==> src/design/dnes_pkg.sv <==
`timescale 1ns / 1ps

package dnes_pkg;

    localparam int SUM_W = 56;
    localparam int CNT_W = 8;

    localparam logic [7:0] CH_ZERO  = 8'h30;
    localparam logic [7:0] CH_NINE  = 8'h39;
    localparam logic [7:0] CH_DOT   = 8'h2E;
    localparam logic [7:0] CH_COMMA = 8'h2C;

    localparam logic [CNT_W-1:0] CNT_MAX = '1;

    typedef enum logic [1:0] {
        PH_SKIP = 2'd0,
        PH_INT  = 2'd1,
        PH_FRAC = 2'd2
    } phase_t;

    typedef enum logic [1:0] {
        KIND_NONE = 2'd0,
        KIND_INT  = 2'd1,
        KIND_REAL = 2'd2
    } kind_t;

    typedef struct packed {
        logic [7:0] ch;
        logic       last;
    } in_word_t;

    typedef struct packed {
        logic [SUM_W-1:0] total_sum;
        logic [CNT_W-1:0] integer_count;
        logic [CNT_W-1:0] real_count;
    } out_word_t;

endpackage

==> src/design/dnes_step.sv <==
`timescale 1ns / 1ps

module dnes_step #(
    parameter int FRAC_BITS       = 24,
    parameter int MAX_FRAC_DIGITS = 7,
    parameter int TOK_W           = 56,
    parameter int FIDX_W          = 3
) (
    input  dnes_pkg::in_word_t               word,
    input  dnes_pkg::phase_t                 phase,
    input  dnes_pkg::kind_t                  kind,
    input  logic [TOK_W-1:0]                 tok,
    input  logic [FIDX_W-1:0]                fidx,
    input  logic [TOK_W-1:0]                 sum,
    input  logic [dnes_pkg::CNT_W-1:0]       icnt,
    input  logic [dnes_pkg::CNT_W-1:0]       rcnt,
    output dnes_pkg::phase_t                 phase_next,
    output dnes_pkg::kind_t                  kind_next,
    output logic [TOK_W-1:0]                 tok_next,
    output logic [FIDX_W-1:0]                fidx_next,
    output logic [TOK_W-1:0]                 sum_next,
    output logic [dnes_pkg::CNT_W-1:0]       icnt_next,
    output logic [dnes_pkg::CNT_W-1:0]       rcnt_next,
    output dnes_pkg::out_word_t              result
);

    localparam int W_DEPTH = 2 ** FIDX_W;
    localparam int PROD_W  = FRAC_BITS + 4;
    localparam logic [TOK_W-1:0] LIM = '1;

    function automatic logic [63:0] pow10(input int k);
        logic [63:0] p;
        p = 64'd1;
        for (int i = 0; i < k; i++) begin
            p = p * 64'd10;
        end
        return p;
    endfunction

    // weight of fraction digit k+1: round(2^F / 10^(k+1)), halves up
    logic [FRAC_BITS-1:0] weight [W_DEPTH];

    for (genvar k = 0; k < W_DEPTH; k++) begin : g_w
        if (k < MAX_FRAC_DIGITS) begin : g_on
            localparam logic [63:0] P = pow10(k + 1);
            localparam logic [63:0] W = ((64'd1 << (FRAC_BITS + 1)) / P + 64'd1) / 64'd2;
            assign weight[k] = W[FRAC_BITS-1:0];
        end else begin : g_off
            assign weight[k] = '0;
        end
    end

    logic                  digit;
    logic                  sep;
    logic [3:0]            d;
    logic [TOK_W+4:0]      int_sum;
    logic [TOK_W-1:0]      int_val;
    logic [PROD_W-1:0]     prod;
    logic [TOK_W:0]        frac_sum;
    logic [TOK_W-1:0]      frac_val;
    logic                  frac_take;

    dnes_pkg::phase_t      p_phase;
    dnes_pkg::kind_t       p_kind;
    logic [TOK_W-1:0]      p_tok;
    logic [FIDX_W-1:0]     p_fidx;
    logic                  end_now;
    logic                  do_end;
    logic [TOK_W:0]        tot_sum;
    logic [TOK_W-1:0]      tot_val;
    logic [TOK_W-1:0]      e_sum;
    logic [dnes_pkg::CNT_W-1:0] e_icnt;
    logic [dnes_pkg::CNT_W-1:0] e_rcnt;

    assign digit = (word.ch >= dnes_pkg::CH_ZERO) && (word.ch <= dnes_pkg::CH_NINE);
    assign sep   = (word.ch == dnes_pkg::CH_DOT) || (word.ch == dnes_pkg::CH_COMMA);
    assign d     = digit ? 4'(word.ch - dnes_pkg::CH_ZERO) : 4'd0;

    // tok*10 + d<<F, saturated
    assign int_sum = (TOK_W+5)'({tok, 3'b000}) + (TOK_W+5)'({tok, 1'b0})
                   + ((TOK_W+5)'(d) << FRAC_BITS);
    assign int_val = (int_sum > (TOK_W+5)'(LIM)) ? LIM : int_sum[TOK_W-1:0];

    assign prod      = PROD_W'(d) * PROD_W'(weight[fidx]);
    assign frac_sum  = (TOK_W+1)'(tok) + (TOK_W+1)'(prod);
    assign frac_val  = (frac_sum > (TOK_W+1)'(LIM)) ? LIM : frac_sum[TOK_W-1:0];
    assign frac_take = fidx < FIDX_W'(MAX_FRAC_DIGITS);

    always_comb
    begin
        p_phase = phase;
        p_kind  = kind;
        p_tok   = tok;
        p_fidx  = fidx;
        end_now = 1'b0;
        unique case (phase)
            dnes_pkg::PH_SKIP:
            begin
                if (digit)
                begin
                    p_phase = dnes_pkg::PH_INT;
                    p_kind  = dnes_pkg::KIND_INT;
                    p_tok   = int_val;
                end
                else if (sep)
                begin
                    p_phase = dnes_pkg::PH_FRAC;
                end
            end
            dnes_pkg::PH_INT:
            begin
                if (digit)
                begin
                    p_tok = int_val;
                end
                else if (sep)
                begin
                    p_phase = dnes_pkg::PH_FRAC;
                end
                else
                begin
                    end_now = 1'b1;
                end
            end
            dnes_pkg::PH_FRAC:
            begin
                if (digit)
                begin
                    p_kind = dnes_pkg::KIND_REAL;
                    if (frac_take)
                    begin
                        p_fidx = fidx + 1'b1;
                        p_tok  = frac_val;
                    end
                end
                else
                begin
                    end_now = 1'b1;
                end
            end
            default:
            begin
                p_phase = dnes_pkg::PH_SKIP;
            end
        endcase
    end

    // ending byte is consumed; an open number is also closed on the last byte
    assign do_end  = end_now || (word.last && (p_phase != dnes_pkg::PH_SKIP));

    assign tot_sum = (TOK_W+1)'(sum) + (TOK_W+1)'(p_tok);
    assign tot_val = (tot_sum > (TOK_W+1)'(LIM)) ? LIM : tot_sum[TOK_W-1:0];

    always_comb
    begin
        e_sum  = sum;
        e_icnt = icnt;
        e_rcnt = rcnt;
        if (do_end)
        begin
            e_sum = tot_val;
            if ((p_kind == dnes_pkg::KIND_INT) && (icnt != dnes_pkg::CNT_MAX))
            begin
                e_icnt = icnt + 1'b1;
            end
            if ((p_kind == dnes_pkg::KIND_REAL) && (rcnt != dnes_pkg::CNT_MAX))
            begin
                e_rcnt = rcnt + 1'b1;
            end
        end
    end

    always_comb
    begin
        phase_next = p_phase;
        kind_next  = p_kind;
        tok_next   = p_tok;
        fidx_next  = p_fidx;
        sum_next   = e_sum;
        icnt_next  = e_icnt;
        rcnt_next  = e_rcnt;
        if (do_end || word.last)
        begin
            phase_next = dnes_pkg::PH_SKIP;
            kind_next  = dnes_pkg::KIND_NONE;
            tok_next   = '0;
            fidx_next  = '0;
        end
        if (word.last)
        begin
            sum_next  = '0;
            icnt_next = '0;
            rcnt_next = '0;
        end
    end

    assign result.total_sum     = dnes_pkg::SUM_W'(e_sum);
    assign result.integer_count = e_icnt;
    assign result.real_count    = e_rcnt;

endmodule

==> src/design/decimal_number_extract_sum.sv <==
`timescale 1ns / 1ps

// channel | handshake            | word        | contents
// src     | src_valid/src_stall  | src_data    | ch (8), last (1)
// res     | res_valid/res_stall  | res_data    | total_sum (56), integer_count, real_count
//
// One byte per cycle sustained while src_stall is low. A byte sits in the
// input register, then the scan logic updates the token and sum registers.
// The result is registered from the last byte's step and holds while stalled.
// src stalls only when a last byte waits behind a result that is itself stalled.
// rst_n clears all scan state and both valid flags asynchronously.

module decimal_number_extract_sum #(
    parameter int FRAC_BITS       = 24,
    parameter int MAX_FRAC_DIGITS = 7,
    parameter int INT_BITS        = 32
) (
    input  logic                 clk,
    input  logic                 rst_n,
    input  logic                 src_valid,
    output logic                 src_stall,
    input  dnes_pkg::in_word_t   src_data,
    output logic                 res_valid,
    input  logic                 res_stall,
    output dnes_pkg::out_word_t  res_data
);

    localparam int TOK_W  = (INT_BITS + FRAC_BITS > dnes_pkg::SUM_W) ?
                            dnes_pkg::SUM_W : INT_BITS + FRAC_BITS;
    localparam int FIDX_W = $clog2(MAX_FRAC_DIGITS + 1);

    logic                       s1_valid_reg;
    dnes_pkg::in_word_t         s1_word_reg;

    dnes_pkg::phase_t           phase_reg, phase_next;
    dnes_pkg::kind_t            kind_reg, kind_next;
    logic [TOK_W-1:0]           tok_reg, tok_next;
    logic [FIDX_W-1:0]          fidx_reg, fidx_next;
    logic [TOK_W-1:0]           sum_reg, sum_next;
    logic [dnes_pkg::CNT_W-1:0] icnt_reg, icnt_next;
    logic [dnes_pkg::CNT_W-1:0] rcnt_reg, rcnt_next;

    logic                       res_valid_reg;
    dnes_pkg::out_word_t        res_word_reg;
    dnes_pkg::out_word_t        step_result;

    logic                       fire;
    logic                       src_take;

    // a last byte needs the result register free (or draining this cycle)
    assign fire      = s1_valid_reg && (!s1_word_reg.last || !res_valid_reg || !res_stall);
    assign src_stall = s1_valid_reg && !fire;
    assign src_take  = src_valid && !src_stall;

    dnes_step #(
        .FRAC_BITS       (FRAC_BITS),
        .MAX_FRAC_DIGITS (MAX_FRAC_DIGITS),
        .TOK_W           (TOK_W),
        .FIDX_W          (FIDX_W)
    ) u_step (
        .word       (s1_word_reg),
        .phase      (phase_reg),
        .kind       (kind_reg),
        .tok        (tok_reg),
        .fidx       (fidx_reg),
        .sum        (sum_reg),
        .icnt       (icnt_reg),
        .rcnt       (rcnt_reg),
        .phase_next (phase_next),
        .kind_next  (kind_next),
        .tok_next   (tok_next),
        .fidx_next  (fidx_next),
        .sum_next   (sum_next),
        .icnt_next  (icnt_next),
        .rcnt_next  (rcnt_next),
        .result     (step_result)
    );

    always_ff @(posedge clk or negedge rst_n)
    begin
        if (!rst_n)
        begin
            s1_valid_reg  <= 1'b0;
            res_valid_reg <= 1'b0;
            phase_reg     <= dnes_pkg::PH_SKIP;
            kind_reg      <= dnes_pkg::KIND_NONE;
            tok_reg       <= '0;
            fidx_reg      <= '0;
            sum_reg       <= '0;
            icnt_reg      <= '0;
            rcnt_reg      <= '0;
        end
        else
        begin
            if (src_take)
            begin
                s1_valid_reg <= 1'b1;
            end
            else if (fire)
            begin
                s1_valid_reg <= 1'b0;
            end

            if (fire)
            begin
                phase_reg <= phase_next;
                kind_reg  <= kind_next;
                tok_reg   <= tok_next;
                fidx_reg  <= fidx_next;
                sum_reg   <= sum_next;
                icnt_reg  <= icnt_next;
                rcnt_reg  <= rcnt_next;
            end

            if (fire && s1_word_reg.last)
            begin
                res_valid_reg <= 1'b1;
            end
            else if (!res_stall)
            begin
                res_valid_reg <= 1'b0;
            end
        end
    end

    always_ff @(posedge clk)
    begin
        if (src_take)
        begin
            s1_word_reg <= src_data;
        end
        if (fire && s1_word_reg.last)
        begin
            res_word_reg <= step_result;
        end
    end

    assign res_valid = res_valid_reg;
    assign res_data  = res_word_reg;

endmodule

==> config.mk <==
export PLATFORM = sky130hd
export DESIGN_NAME = decimal_number_extract_sum
export DESIGN_NICKNAME = d
export VERILOG_FILES = /design/src/design/dnes_pkg.sv /design/src/design/dnes_step.sv /design/src/design/decimal_number_extract_sum.sv
export SDC_FILE = /design/constraint.sdc
export NUM_CORES = 1
export LEC_CHECK = 0
export ABC_CLOCK_PERIOD_IN_PS = 10300
export BUFFER_PORTS_ARGS = -buffer_cell sky130_fd_sc_hd__buf_2
export CORE_ASPECT_RATIO = 1.2
export CORE_MARGIN = 1.5
export CORE_UTILIZATION = 50
export CTS_CLUSTER_SIZE = 12
export DETAILED_ROUTE_END_ITERATION = 8
export PLACE_DENSITY = 0.69
export SYNTH_ARGS = -nofsm -noshare
export SYNTH_HDL_FRONTEND = slang
export SYNTH_SLANG_ARGS = --single-unit
==> constraint.sdc <==
create_clock -name clk -period 10.3 [get_ports clk]
set_input_delay 1.03 -clock clk [delete_from_list [all_inputs] [get_ports clk]]
set_output_delay 1.03 -clock clk [all_outputs]
set_load 0.01 [all_outputs]
==> impl_metrics.py <==
metrics = {
    "run_status": {
        "outcome": "finished clean",
    },
    "power": {
        "power_frac_clock_pct": 22.4,
        "pwr-share-comb_pct": 42.9,
        "p_total_mw": 3.68,
        "p_int_mw": 2.16,
        "p_switching_mw": 1.53,
        "swShare_pct": 41.5,
        "irDropWorstVdd_v": 0.000166,
        "cellPowerDensity_nw_per_um2": 145,
        "seqPwrFrac_pct": 34.7,
        "leakagePower_nw": 11.4,
    },
    "worst_setup_path": {
        "slowest_delay_ps": 600,
        "r2r_slack_ps": 490,
        "path_max_fanout": 15,
        "cp-end-kind": "register",
        "worstSetupPathType": "reg2reg",
        "cp-start-kind": "register",
        "slowest_stage": "dfrtp_1",
        "crit_required_ps": 10600,
        "arrival_ps": 10110,
    },
    "layout": {
        "antenna_cells": 0,
        "fillers": 4216,
        "largest_reg_flops": 72,
        "area_delta_synth_final_pct": 10.3,
        "finalNetCount": 3188,
        "drive_above_1_share_pct": 12.1,
    },
    "route": {
        "drc": 0,
        "via_per_inst": 6.49,
        "firstDrtPassIters": 6,
        "wl_per_cell_um": 23.6,
        "drt_iter0_drc": 2375,
        "drtAntennaViolNets": 0,
        "num_vias": 23200,
        "drt-total-wl_um": 84500,
    },
    "min_path": {
        "hp-class": "in2async",
    },
    "sta": {
        "period_share_pct": 95.3,
        "fmax_ghz": 0.102,
        "fin_skew_ps": 30.7,
        "worst_slew_pin_slew_ps": 1190,
        "slew_violations": 0,
        "finalCriticalPeriod_ps": 9810,
        "finalSetupViolations": 0,
        "hold_viol": 0,
        "rsz0062_at_grt": "false",
        "tns_ps": 0,
        "max_slew_margin_pct": 20.6,
    },
    "clock_network": {
        "clk_pin_slew_ps": 60,
        "h-tree-depth": 1,
        "numCtsBuffers": 23,
        "clock_latency_ps": 560,
        "cts_root_buf": "clkbuf_16",
        "cts_hold_buf": 0,
        "clock_path_buffers": 3,
        "cts_tree": "done",
        "clkSinkCount": 218,
    },
    "global_route": {
        "antenna_found_initial": 1,
        "grt_pass1_wl_um": 129000,
        "overflow": 0,
        "grt_use_total_pct": 35.3,
        "grt_pass1_vias": 22200,
        "grt_max_degree": 72,
    },
    "floorplanning": {
        "ios": 87,
        "core-area_um2": 45200,
        "rows": 85,
        "die_w_um": 199,
        "die-area_um2": 47400,
        "dieHeight_um": 238,
        "start_util_pct": 51.0,
    },
    "yosys": {
        "synth_top_area_cell": "dfrtp_1",
        "synthTopCellsByArea": "dfrtp_1 (15%), edfxtp_1 (11%), ha_1 (9.1%), a21oi_1 (5.6%), nor2_1 (4.9%)",
        "ys_seq_area_share_pct": 25.4,
        "ys_seq_elements": 218,
        "synth.avg_cell_area_um2": 8.07,
        "synth_edf_count": 81,
        "synth_ff_type": "dfrtp_1",
        "syn-cell-area_um2": 23000,
        "synth_top_area_share_pct": 14.9,
        "syn_nets": 3091,
        "ys_warn_count": 0,
        "syn_inst": 2855,
        "async_flop_share_pct": 62.8,
        "yosysUniqueCellTypes": 112,
    },
    "run": {
        "drv_cap": 0,
    },
    "place": {
        "io_buffers": 86,
        "gp_congestion": 1.05,
        "hpwl_um": 65200,
    },
}
-- worst max-delay path: cells and delay by family (launching register included) --
kind	cells	cell delay, ps
flip-flops	1	600
XOR/XNOR	2	320
buffers and inverters	4	580
multiplexers	2	750
adder cells (fa/ha/maj)	3	1250
AO/OA/AOI/OAI	14	3550
AND/OR/NAND/NOR	11	2490
-- per-layer routing --
layer / part of all wire [%] / global-route usage, % / up-vias
met5: 0.011 / 0 / -
met4: 5.1 / 15.8 / 2
met1: 42 / 47.5 / 11300
met2: 45 / 56.7 / 1103
li1: - / - / 10700
met3: 7.9 / 4.41 / 218
-- layout make-up --
class	instances	area [um^2]	area share, %
inverters	198	743	2.93
multi-input cells	2293	15900	62.5
flip-flops and latches	218	5860	23.1
clock inverters	5	65.1	0.256
clock buffers	37	659	2.60
well taps	609	762	3.00
repair buffers	218	1440	5.67
-- power by group through the flow --
stage          Clock, mW  Combinational (mW)  Sequential, mW
5_1_grt            0.871                1.72            1.29
2_1_floorplan          0                1.05            1.24
4_1_cts            0.840                1.55            1.27
6_report           0.827                1.58            1.28
3_3_place_gp           0                1.50            1.28
3_5_place_dp           0                1.53            1.29
-- metrics by stage --
step	util [%]	worst slack, ps	area, um^2	hold WS (ps)	std cells
6_report	56.2	489	25400	460	3578
5_1_grt	56.2	39.9	25400	528	3578
4_1_cts	56.0	25.1	25300	503	3577
3_5_place_dp	54.4	93.7	24600	483	3535
3_3_place_gp	54.4	314	24600	472	3535
2_1_floorplan	-	557	23000	445	2855
-- cells in the final DEF, fill, tap and decap left out, types with 11 or more instances in the layout --
cell / instances
fa_1: 55
o22ai_1: 27
a21o_1: 75
inv_1: 193
nand4_1: 43
nor3b_1: 12
a22o_1: 71
o211ai_1: 22
xnor2_1: 90
o31ai_1: 20
o21a_1: 24
mux2i_1: 12
nand3_1: 75
a31oi_1: 27
and3_1: 25
xor2_1: 54
buf_2: 85
mux2_2: 26
o21ai_0: 189
o21bai_1: 22
ha_1: 167
nand2b_1: 26
nand2_1: 221
o2bb2ai_1: 20
o22a_1: 13
and2_1: 16
dfrtp_1: 137
a211oi_1: 21
or3_1: 12
nor3_1: 82
clkbuf_16: 24
or2_2: 11
nor2b_1: 20
nor4_1: 12
edfxtp_1: 81
nor2_1: 297
buf_4: 131
a21oi_1: 258
clkbuf_1: 12
o21ai_1: 29
-- kinds of logic (layout without fill, tap and decap cells) --
kind of cell	after synthesis	count (layout)	share of synthesized area, %
muxes	39	39	1.86
adders and majority gates	223	223	13.9
xor gates and xnor gates	144	144	5.48
and+or+nand+nor	910	910	18.9
DFF	218	218	25.4
AOI/OAI and AO/OA	977	977	28.3
buffers and inverters	344	458	6.19
-- path summary, 6_finish.rpt --
path / from / to / cells past startpoint
worst max-delay path: tok_reg[21] / res_data[71] / 36
worst min-delay path: rst_n / icnt_reg[7] / 1
worst max register to register: tok_reg[21] / res_data[71] / 36
worst min register to register: kind_reg[0] / kind_reg[0] / 2
max in group asynchronous: rst_n / fidx_reg[2] / 2
min in group clk: kind_reg[0] / kind_reg[0] / 2
-- cell usage after synthesis (13+ instances only) --
library cell,number
o31ai_1,20
nor2_1,301
a21o_1,75
and2_1,16
o21bai_1,22
dfrtp_1,137
nand4_1,43
o22ai_1,27
o2bb2ai_1,20
o22a_1,13
ha_1,168
nand2_1,225
a21oi_1,259
nand2b_1,26
a22o_1,71
mux2_2,26
xor2_1,54
and3_1,26
edfxtp_1,81
fa_1,55
o21a_1,24
o21ai_0,192
inv_1,194
clkbuf_1,102
o211ai_1,22
nor3_1,83
buf_2,24
xnor2_1,90
nor2b_1,20
a211oi_1,23
a31oi_1,28
nand3_1,76
o21ai_1,30
-- repair_timing --
item / 4_1_cts / 5_1_grt
pin swaps: 0 / 1
gates resized for setup: 2 / 28
endpoints found under the hold margin: 0 / 0
buffers inserted: 0 / 1
endpoints found under the setup margin: 3 / 112
(Power assumes the default switching activity.)
